File: config.mk
export PLATFORM = sky130hd
export DESIGN_NAME = rotary_encoder_decoder
export DESIGN_NICKNAME = d
export VERILOG_FILES = /design/src/rtl/renc_pkg.sv /design/src/rtl/renc_quad.sv /design/src/rtl/renc_button.sv /design/src/rtl/rotary_encoder_decoder.sv
export SDC_FILE = /design/constraint.sdc
export NUM_CORES = 1
export LEC_CHECK = 0
export ABC_AREA = 1
export BUFFER_PORTS_ARGS = -buffer_cell sky130_fd_sc_hd__buf_2
export CORE_MARGIN = 8
export CORE_UTILIZATION = 40
export CTS_CLUSTER_DIAMETER = 40
export DETAILED_ROUTE_END_ITERATION = 7
export GPL_TIMING_DRIVEN = 0
export PLACE_DENSITY = 0.57
export RECOVER_POWER = 100
export SLEW_MARGIN = 20
export SYNTH_ARGS = -nofsm -noshare
export SYNTH_HDL_FRONTEND = slang
export SYNTH_SLANG_ARGS = --single-unit
File: constraint.sdc
create_clock -name clk -period 15 [get_ports clk]
set_clock_uncertainty 0.05 [all_clocks]
set_input_delay 0.75 -clock clk [delete_from_list [all_inputs] [get_ports clk]]
set_output_delay 0.75 -clock clk [all_outputs]
set_load 0.05 [all_outputs]
File: src/rtl/renc_pkg.sv
// Shared types and constants for the rotary encoder decoder.
package renc_pkg;

  localparam int unsigned CFG_IDX_W  = 2;
  localparam int unsigned CFG_DATA_W = 16;

  localparam logic [CFG_IDX_W-1:0] CFG_STEP_THRESHOLD   = 2'd0;
  localparam logic [CFG_IDX_W-1:0] CFG_DEBOUNCE_TICKS   = 2'd1;
  localparam logic [CFG_IDX_W-1:0] CFG_LONG_PRESS_TICKS = 2'd2;

  localparam logic [6:0]  STEP_THRESHOLD_RST   = 7'd4;
  localparam logic [7:0]  DEBOUNCE_TICKS_RST   = 8'd5;
  localparam logic [15:0] LONG_PRESS_TICKS_RST = 16'd1000;

  // rotation events of one tick
  typedef struct packed {
    logic cw;
    logic ccw;
  } rot_evt_t;

  // button events of one tick
  typedef struct packed {
    logic press;
    logic release_short;
    logic release_long;
    logic long_hold;
    logic down;
  } btn_evt_t;

endpackage

File: src/rtl/renc_quad.sv
// Quadrature step counter with threshold-based rotation events.
module renc_quad (
  input  logic                clk,
  input  logic                rst,
  input  logic                en,
  input  logic                pin_a,
  input  logic                pin_b,
  input  logic [6:0]          step_threshold,
  output renc_pkg::rot_evt_t  evt
);

  logic [1:0]        ab_previous, ab_previous_next;
  logic              primed, primed_next;
  logic signed [7:0] step_count, step_count_next;

  logic [1:0]        ab;
  logic signed [7:0] count_mid;
  logic [7:0]        mag;
  logic [6:0]        thr;

  always_comb begin
    ab               = {pin_a, pin_b};
    primed_next      = 1'b1;
    ab_previous_next = ab;
    count_mid        = step_count;
    if (primed && (ab != ab_previous)) begin
      if (ab_previous[1] ^ pin_b) begin
        if (step_count != 8'sd127) count_mid = step_count + 8'sd1;
      end else begin
        if (step_count != -8'sd128) count_mid = step_count - 8'sd1;
      end
    end
    // -(-128) wraps to 8'h80, which reads correctly as unsigned 128
    mag = count_mid[7] ? 8'(-count_mid) : 8'(count_mid);
    thr = (step_threshold == 7'd0) ? 7'd1 : step_threshold;
    evt.cw          = 1'b0;
    evt.ccw         = 1'b0;
    step_count_next = count_mid;
    if (mag >= {1'b0, thr}) begin
      if (count_mid > 8'sd0) evt.cw = 1'b1;
      else evt.ccw = 1'b1;
      step_count_next = 8'sd0;
    end
  end

  always_ff @(posedge clk) begin
    if (rst) begin
      ab_previous <= 2'b00;
      primed      <= 1'b0;
      step_count  <= 8'sd0;
    end else if (en) begin
      ab_previous <= ab_previous_next;
      primed      <= primed_next;
      step_count  <= step_count_next;
    end
  end

endmodule

File: src/rtl/renc_button.sv
// Button debounce, press/release classification and long-press detection.
module renc_button #(
  parameter int unsigned HOLD_BITS = 16
) (
  input  logic                clk,
  input  logic                rst,
  input  logic                en,
  input  logic                pin_button,
  input  logic [7:0]          debounce_ticks,
  input  logic [15:0]         long_press_ticks,
  output renc_pkg::btn_evt_t  evt
);

  localparam int unsigned CMP_W = (HOLD_BITS > 16) ? HOLD_BITS : 16;
  localparam logic [HOLD_BITS-1:0] HOLD_MAX = {HOLD_BITS{1'b1}};

  logic                 pressed_state, pressed_state_next;
  logic                 long_flag, long_flag_next;
  logic [7:0]           debounce_count, debounce_count_next;
  logic [HOLD_BITS-1:0] hold_count, hold_count_next;

  logic       pin_low;
  logic [7:0] deb_inc;
  logic [CMP_W-1:0] lpt_ext;

  always_comb begin
    pin_low             = ~pin_button;
    lpt_ext             = CMP_W'(long_press_ticks);
    deb_inc             = (debounce_count == 8'hFF) ? 8'hFF : debounce_count + 8'd1;
    pressed_state_next  = pressed_state;
    long_flag_next      = long_flag;
    debounce_count_next = 8'd0;
    hold_count_next     = hold_count;
    evt.press           = 1'b0;
    evt.release_short   = 1'b0;
    evt.release_long    = 1'b0;
    evt.long_hold       = 1'b0;

    if (pin_low != pressed_state) begin
      debounce_count_next = deb_inc;
      if (deb_inc >= debounce_ticks) begin
        debounce_count_next = 8'd0;
        pressed_state_next  = ~pressed_state;
        long_flag_next      = 1'b0;
        if (!pressed_state) evt.press = 1'b1;
        else if (CMP_W'(hold_count) >= lpt_ext) evt.release_long = 1'b1;
        else evt.release_short = 1'b1;
        hold_count_next = '0;
      end
    end

    if (pressed_state_next && !long_flag_next) begin
      hold_count_next = (hold_count_next == HOLD_MAX) ? HOLD_MAX
                                                      : hold_count_next + HOLD_BITS'(1);
      if (CMP_W'(hold_count_next) >= lpt_ext) begin
        evt.long_hold  = 1'b1;
        long_flag_next = 1'b1;
      end
    end
    evt.down = pressed_state_next;
  end

  always_ff @(posedge clk) begin
    if (rst) begin
      pressed_state  <= 1'b0;
      long_flag      <= 1'b0;
      debounce_count <= 8'd0;
      hold_count     <= '0;
    end else if (en) begin
      pressed_state  <= pressed_state_next;
      long_flag      <= long_flag_next;
      debounce_count <= debounce_count_next;
      hold_count     <= hold_count_next;
    end
  end

endmodule

File: src/rtl/rotary_encoder_decoder.sv
// Top level: input register, rotation and button logic, result register.
// Pipeline: input register, then result register; the result beat is loaded when the input sample advances.
// Throughput: one sample tick per cycle; the input register stalls only while
//   the result register is full and not taken.
// Reset (rst, synchronous): clears all decoder state, both pipeline valids, and
//   restores the configuration registers to 4 / 5 / 1000.
module rotary_encoder_decoder #(
  parameter int unsigned HOLD_BITS = 16
) (
  input  logic                               clk,
  input  logic                               rst,
  input  logic                               s_tvalid,
  output logic                               s_tready,
  input  logic [7:0]                         s_tdata,  // pin_a, pin_b, pin_button, 0 pad
  output logic                               m_tvalid,
  input  logic                               m_tready,
  output logic [7:0]                         m_tdata,  // evt_cw, evt_ccw, evt_press,
                                                       // evt_release, evt_long_release,
                                                       // evt_long_hold, button_down, 0 pad
  input  logic                               cfg_we,
  input  logic [renc_pkg::CFG_IDX_W-1:0]     cfg_index,
  input  logic [renc_pkg::CFG_DATA_W-1:0]    cfg_data
);

  logic [6:0]  step_threshold;
  logic [7:0]  debounce_ticks;
  logic [15:0] long_press_ticks;

  logic       in_valid;
  logic [2:0] in_pins;
  logic       advance;

  renc_pkg::rot_evt_t rot_evt;
  renc_pkg::btn_evt_t btn_evt;

  always_ff @(posedge clk) begin
    if (rst) begin
      step_threshold   <= renc_pkg::STEP_THRESHOLD_RST;
      debounce_ticks   <= renc_pkg::DEBOUNCE_TICKS_RST;
      long_press_ticks <= renc_pkg::LONG_PRESS_TICKS_RST;
    end else if (cfg_we) begin
      unique case (cfg_index)
        renc_pkg::CFG_STEP_THRESHOLD:   step_threshold   <= cfg_data[6:0];
        renc_pkg::CFG_DEBOUNCE_TICKS:   debounce_ticks   <= cfg_data[7:0];
        renc_pkg::CFG_LONG_PRESS_TICKS: long_press_ticks <= cfg_data[15:0];
        default: ;
      endcase
    end
  end

  assign advance  = in_valid && (!m_tvalid || m_tready);
  assign s_tready = !in_valid || advance;

  always_ff @(posedge clk) begin
    if (rst) begin
      in_valid <= 1'b0;
    end else if (s_tready) begin
      in_valid <= s_tvalid;
    end
  end

  always_ff @(posedge clk) begin
    if (s_tvalid && s_tready) begin
      in_pins <= s_tdata[2:0];
    end
  end

  renc_quad u_quad (
    .clk            (clk),
    .rst            (rst),
    .en             (advance),
    .pin_a          (in_pins[0]),
    .pin_b          (in_pins[1]),
    .step_threshold (step_threshold),
    .evt            (rot_evt)
  );

  renc_button #(
    .HOLD_BITS (HOLD_BITS)
  ) u_button (
    .clk              (clk),
    .rst              (rst),
    .en               (advance),
    .pin_button       (in_pins[2]),
    .debounce_ticks   (debounce_ticks),
    .long_press_ticks (long_press_ticks),
    .evt              (btn_evt)
  );

  always_ff @(posedge clk) begin
    if (rst) begin
      m_tvalid <= 1'b0;
    end else if (advance) begin
      m_tvalid <= 1'b1;
    end else if (m_tready) begin
      m_tvalid <= 1'b0;
    end
  end

  always_ff @(posedge clk) begin
    if (advance) begin
      m_tdata <= {1'b0, btn_evt.down, btn_evt.long_hold, btn_evt.release_long,
                  btn_evt.release_short, btn_evt.press, rot_evt.ccw, rot_evt.cw};
    end
  end

endmodule

==> flow_summary_export.csv, run 1 <==
group,metric,value,unit
min_path,hold_end,"step_threshold[0]",
final_layout,final_nets,937,
detailed_routing,routedWlPerCell,15.7,µm
logic_synthesis,ys_ff_latch,80,
floorplanning,die_y,134,µm
min_path,hp-start,"step_threshold[0]",
floorplanning,die_w,134,µm
sta,min_period_over_period,49.1,%
detailed_routing,routed-via-count,5395,
clock_network,cts_tree,"done",
clock_network,clk_pin_slew_worst_paths,60,ps
detailed_routing,drt_first_pass_iters,5,
worst_setup_path,cp_common_cell,"nand2_1",
detailed_routing,drc,0,
sta,final_hold_viol_count,0,
final_layout,num-fill-cells,1494,
clock_network,htree_levels,3,
sta,post-route-min-period,7370,ps
power,p_leak,2.76,nW
clock_network,cts_buffers,9,
clock_network,clock-root-buffer,"clkbuf_16",
logic_synthesis,synth_edf_count,10,
outcome,status,"finished, final reports clean",
sta,fmax,136,MHz
detailed_routing,via_per_inst,5.20,
final_layout,diodes,0,
placement,port_buffers,34,
worst_setup_path,required,15220,ps
worst_setup_path,cpPeakStageDelay,480,ps
global_routing,grt_pass1_wl,26800,µm
floorplanning,rows,43,
global_routing,grt_pass1_vias,5281,
logic_synthesis,yosysSeqAreaShare,30.4,%
clock_network,cts_resized,0,
logic_synthesis,synth.area.mux_share,0,%
clock_network,postCtsHoldBufs,0,
power,ir_drop,57.2,µV
logic_synthesis,dominantRegCellSynth,"dfxtp_1",
worst_setup_path,r2r_start,"u_button.debounce_count[0]",
detailed_routing,totalWireLength,16300,µm
run,max_cap_viol_count,0,
detailed_routing,drt_iter0_markers,267,
final_layout,syn2layout_area_growth,10.6,%
logic_synthesis,synth_xor_area_share,3.11,%
power,power_density,89.0,nW/µm²
logic_synthesis,yosys.area_share.adder,11.9,%
worst_setup_path,regToRegEndpoint,"u_button.long_flag",
detailed_routing,ant_nets,0,
sta,tightestPinTransition,710,ps
final_layout,fin_util,44.9,%
global_routing,overflow,0,
global_routing,grt_max_degree,15,
worst_setup_path,path_max_fanout,10,
logic_synthesis,syn-num-nets,892,
sta,fin_setup_tns,0,ps
logic_synthesis,synth_simple_gate_area_share,26.3,%
final_layout,drive_gt1_share,7.46,%
placement,place.gp.congestion,0.904,
placement,dp_hpwl,12900,µm
logic_synthesis,netlist_area,5590,µm²
worst_setup_path,endpoint_kind,"flop",
logic_synthesis,ys_types,42,
sta,relSlewSlack,52.6,%
clock_network,post_cts_buffers,0,
logic_synthesis,synth_warnings,0,
floorplanning,pin_count,41,
worst_setup_path,start_kind,"flop",
worst_setup_path,worstSetupPathType,"reg2reg",
clock_network,worstSkewPairLatency,350,ps
global_routing,gr-usage-all-layers,18.6,%
min_path,hold_path.class,"reg2reg",
floorplanning,start_util,40.6,%
global_routing,antenna_found_initial,0,
clock_network,clock_sinks,80,
floorplanning,die-area,18000,µm²
sta,setup_viol,0,
logic_synthesis,synth_compound_area_share,17.8,%
worst_setup_path,ff2ff_setup_slack,7630,ps
floorplanning,placeableCoreArea,13800,µm²
min_path,hold_path_depth,2,
worst_setup_path,arrival,7590,ps
worst_setup_path,ff2ff_path_depth,42,
sta,rsz0062_at_grt,"false",
worst_setup_path,worst_path_max_delay_cell,"clkbuf_1",
logic_synthesis,syn_inst,808,
logic_synthesis,synth_top_family_by_area,"simple AND/OR/NAND/NOR gates",
sta,drv_slew,0,
logic_synthesis,synthArstFlopShare,0,%
logic_synthesis,synth.avg_cell_area,6.92,µm²
clock_network,ctsLongestPathBuffers,2,
where the power goes:
group          total [mW]  internal (mW)  switching [mW]
sequential          0.235          0.228         0.00753
clock               0.201          0.112          0.0892
combinational       0.114         0.0359          0.0780
total               0.550          0.375           0.175
worst max path at each step:
stage                          startpoint                 end  cells after the start
3_3_place_gp   u_button.debounce_count[0]  u_button.long_flag                     42
4_1_cts        u_button.debounce_count[0]  u_button.long_flag                     40
3_5_place_dp   u_button.debounce_count[0]  u_button.long_flag                     40
6_report       u_button.debounce_count[0]  u_button.long_flag                     42
5_1_grt        u_button.debounce_count[0]  u_button.long_flag                     42
2_1_floorplan  u_button.debounce_count[0]  u_button.long_flag                     41
per-layer routing:
layer | part of all wire, % | up-vias | track usage, %
met4 | 2.2 | 0 | 7.67
met1 | 48 | 2496 | 24.3
met2 | 46 | 101 | 29.8
met5 | 0 | - | 0
li1 | - | 2775 | -
met3 | 4.1 | 23 | 3.18
cells in the mapped netlist (10+ instances only):
| library cell | count | share of area, % |
|---|---|---|
| o21ai_0 | 47 | 4.2 |
| edfxtp_1 | 10 | 5.4 |
| xor2_1 | 12 | 1.9 |
| a21oi_1 | 102 | 9.1 |
| ha_1 | 53 | 12 |
| o211ai_1 | 14 | 1.9 |
| nor3_1 | 10 | 0.89 |
| nor2_1 | 48 | 3.2 |
| nand3_1 | 62 | 5.5 |
| clkbuf_1 | 19 | 1.3 |
| nand4_1 | 15 | 1.7 |
| o21ai_1 | 10 | 0.89 |
| dfxtp_1 | 70 | 25 |
| inv_1 | 111 | 7.4 |
| nand2_1 | 165 | 11 |
metrics by stage:
stage	instances	area, µm²	setup WS [ps]	hold slack, ps	power, mW
after global placement	1022	5990	8910	401	0.352
after detailed placement	1022	5990	8730	409	0.356
final	1038	6180	7630	415	0.550
after global routing	1038	6180	6900	441	0.577
after CTS	1038	6250	8700	419	0.557
after floorplan	808	5590	10210	379	0.321
worst max-delay path: cells and delay by family (launching register included):
family	cells	cell delay (ps)
flops	1	410
simple gates	24	3290
buf+inv	11	2040
fa+ha+maj	4	890
compound gates	3	580
kinds of logic after synthesis:
| kind of cell | Yosys count |
|---|---|
| other | 1 |
| AO/OA/AOI/OAI | 185 |
| adder cells (fa/ha/maj) | 53 |
| buffers and inverters | 145 |
| XOR/XNOR | 19 |
| flip-flops | 80 |
| AND/OR/NAND/NOR | 325 |
cell type report:
| class | count | area [µm²] | share of cell area, % |
|---|---|---|---|
| Clock inverter | 5 | 33.8 | 0.546 |
| Multi-Input combinational cell | 583 | 3280 | 53.0 |
| Inverter | 117 | 439 | 7.10 |
| Clock buffer | 11 | 233 | 3.76 |
| Tap cell | 180 | 225 | 3.64 |
| Sequential cell | 80 | 1700 | 27.5 |
| Buffer | 28 | 121 | 1.96 |
| Timing Repair Buffer | 34 | 154 | 2.49 |
state kept, by name, indices dropped and copies added (netlist names):
signal,flops
debounce_ticks,8
in_pins,3
in_valid,1
long_press_ticks,16
m_tdata,7
m_tvalid,1
step_threshold,7
u_button.debounce_count,8
u_button.hold_count,16
u_button.long_flag,1
u_button.pressed_state,1
u_quad.ab_previous,2
u_quad.primed,1
u_quad.step_count,8
layout by cell type (no fill, tap or decap), types with 2 or more instances in the layout:
cell         n
inv_1      111
xor2_1      12
nor2_1      48
nand3_2      4
clkbuf_1    39
o21ai_0     53
xnor2_1      6
buf_4        2
a21oi_1    103
dfxtp_1     70
or2_2        3
nand3_1     66
clkbuf_16    9
nand4_1     15
nand2_2      3
nor3_1      10
ha_1        53
clkinv_4     2
clkinv_1     2
o21ai_1      5
edfxtp_1    10
o21bai_1     2
buf_2       22
nor2_2       4
nor2_4       2
o211ai_1    14
nand2_1    166
inv_2        5
(Power assumes the default switching activity.)
==> run 2: changes to the inputs <==
- ABC_AREA: 1 -> 0
- PLACE_DENSITY: 0.57 -> 0.59
- clock period: 15 -> 6.5 ns (I/O delays scaled with it)
==> run 2 against run 1 <==
Core utilization is 0.94 points higher. Design area is 2.2% lower. Non-clock buffer count is 1 higher. Synthesized area is 4.0% lower. The run now ends with max-capacitance violations, max-slew violations left. Power is 120% higher. Critical endpoint is now m_tdata[5]. Clock-buffer cell count is 1 higher. Via count is 10% lower. Sequential cell count stayed put.
==> flow_summary_export.csv, run 2 <==
group,metric,value,unit
worst_setup_path,endpoint_kind,"flop",
floorplanning,die_w,132,µm
worst_setup_path,required,6530,ps
sta,final.setup.worst_slack,404,ps
floorplanning,start_util,40.7,%
logic_synthesis,ys_ff_latch,80,
worst_setup_path,crit_path_start,"u_button.debounce_count[3]",
outcome,status,"complete, but fails checks",
placement,placedInstanceArea,5750,µm²
detailed_routing,drt_iter0_markers,329,
placement,dp.cells,861,
final_layout,diodes,0,
floorplanning,die_y,132,µm
global_routing,grt_pass1_wl,23700,µm
detailed_routing,via_per_inst,5.52,
detailed_routing,routed-via-count,4834,
placement,dpl_worst_slack,-121,ps
detailed_routing,drt_first_pass_iters,5,
final_layout,stdcell_count,876,
outcome,violations,"max-capacitance violations, max-slew violations",
placement,dp_hpwl,10900,µm
clock_network,post_cts_buffers,0,
clock_network,worstSkewPairLatency,350,ps
worst_setup_path,start_kind,"flop",
final_layout,top_regs,"long_press_ticks x16, u_button.hold_count x16",
clock_network,cts_buffers,9,
logic_synthesis,syn-num-nets,736,
floorplanning,rows,42,
sta,relSlewSlack,-61.9,%
logic_synthesis,synthArstFlopShare,0,%
placement,place.gp.congestion,0.864,
final_layout,drive_gt1_share,8.43,%
logic_synthesis,yosysMostFrequentCell,"dfxtp_1",
clock_network,cts_tree,"done",
clock_network,clk_pin_slew_worst_paths,60,ps
logic_synthesis,netlist_area,5370,µm²
global_routing,antenna_found_initial,0,
logic_synthesis,dominantRegCellSynth,"dfxtp_1",
logic_synthesis,yosysSeqAreaShare,31.7,%
sta,post-route-min-period,6100,ps
detailed_routing,drc,0,
logic_synthesis,synth_common_cells,"70 x dfxtp_1, 69 x nand2_1, 56 x nor2_1",
detailed_routing,ant_nets,0,
min_path,hp-start,"s_tdata[2]",
logic_synthesis,synth_area_leaders,"dfxtp_1 26%, ha_1 12%, edfxtp_1 5.6%, nand2_1 4.8%, nor2_1 3.9%",
sta,drv_slew,10,
final_layout,multi_input_area,3340,µm²
power,power_density,202,nW/µm²
worst_setup_path,path_max_fanout,10,
logic_synthesis,synth.avg_cell_area,8.23,µm²
clock_network,ctsLongestPathBuffers,2,
logic_synthesis,syn_inst,652,
final_layout,syn2layout_area_growth,12.6,%
run,max_cap_viol_count,1,
clock_network,clock_sinks,80,
placement,port_buffers,33,
sta,min_period_over_period,93.8,%
final_layout,num-fill-cells,1322,
logic_synthesis,synthDominantCellAreaShare,26.1,%
logic_synthesis,yosys.area.top_type,"dfxtp_1",
global_routing,grt_pass1_vias,4756,
global_routing,grt_max_degree,15,
power,p_leak,2.57,nW
power,ir_drop,113,µV
global_routing,gr-usage-all-layers,16.5,%
clock_network,htree_levels,3,
worst_setup_path,worstSetupPathType,"reg2reg",
final_layout,mostFrequentLayoutCells,"69 x nand2_1, 69 x dfxtp_1, 55 x nor2_1",
final_layout,seq_area,1700,µm²
logic_synthesis,ys_types,71,
floorplanning,placeableCoreArea,13200,µm²
sta,rsz0062_at_grt,"false",
logic_synthesis,synth_warnings,0,
detailed_routing,totalWireLength,14200,µm
worst_setup_path,r2r_start,"u_button.debounce_count[3]",
clock_network,postCtsHoldBufs,0,
logic_synthesis,synth_edf_count,10,
global_routing,overflow,0,
worst_setup_path,arrival,6130,ps
sta,setup_viol,0,
sta,fmax,164,MHz
min_path,hold_path.class,"in2reg",
floorplanning,pin_count,41,
final_layout,final_nets,780,
floorplanning,die-area,17400,µm²
sta,tightestPinTransition,2370,ps
clock_network,clock-root-buffer,"clkbuf_16",
sta,hold_slack,108,ps
final_layout,stdcell_area,6050,µm²
detailed_routing,routedWlPerCell,16.2,µm
sta,final_hold_viol_count,0,
## run 2: final cells by class
class | instances | share of cell area, %
flip-flops and latches | 80 | 28.2
plain buffers | 30 | 2.17
clock inverters | 3 | 0.662
inverters | 54 | 3.35
well taps | 176 | 3.64
clock buffers | 12 | 4.26
multi-input cells | 488 | 55.2
repair buffers | 33 | 2.50
## run 2: kinds of logic (layout without fill, tap and decap cells)
| family | count (synthesis) | count (layout) | share of synthesized area [%] |
|---|---|---|---|
| muxes | 11 | 11 | 2.05 |
| DFF | 80 | 80 | 31.7 |
| and+or+nand+nor | 213 | 213 | 19.3 |
| buffers and inverters | 84 | 132 | 6.01 |
| other | 1 | 1 | 0.0698 |
| xor gates and xnor gates | 26 | 26 | 4.38 |
| AOI/OAI and AO/OA | 184 | 184 | 24.1 |
| adders and majority gates | 53 | 53 | 12.4 |
## run 2: worst max-delay path, cell delays in order, from the launching register on
cell and delay [ps]:
dfxtp_1 380, and3_1 220, and3_1 220, nand3_2 160
nand2_1 130, inv_1 50, ha_1 260, nand2b_1 150
a2111o_1 450, a211o_1 280, and2_1 210, buf_4 220
nor2_2 110, ha_2 220, nand3_1 140, or4_4 500
nor2b_4 160, and3_1 160, clkbuf_4 190, and2_1 130
clkbuf_1 290, a211o_1 160, ha_1 220, a21o_1 150
a21oi_1 150, o21ai_0 130, a31oi_2 280, nor2_1 60
## run 2: layer usage
layer,vias up,GRT usage (%),wire length [µm]
met1,2287,20.7,6910
met2,101,27.5,6490
met3,18,3.66,561
li1,2428,-,-
met4,0,5.55,238
met5,-,0,0
## run 2: final timing paths
kind                                to  slack [ps]  depth (start not counted)
hold reg to reg   long_press_ticks[10]         410                          2
setup reg to reg            m_tdata[5]         400                         27
hold / removal              in_pins[2]         110                          1
setup / recovery            m_tdata[5]         400                         27
## run 2: per-stage QoR
stage | TNS [ps] | util [%] | power (mW)
finish | 0 | 45.8 | 1.22
CTS | 0 | 45.9 | 1.24
global placement | -33.2 | 43.6 | 0.712
detailed placement | -127 | 43.6 | 0.717
global route | 0 | 45.8 | 1.28
floorplan | 0 | - | 0.667
## run 2: what timing repair did
item                       4_1_cts  5_1_grt
setup endpoints to repair        2        2
gates resized for setup          3       14
pin swaps                        0        1
## run 2: where the power goes
| group | switching [mW] | internal [mW] |
|---|---|---|
| Combinational | 0.116 | 0.0643 |
| Clock | 0.199 | 0.318 |
| Sequential | 0.00893 | 0.517 |
| Total | 0.323 | 0.899 |
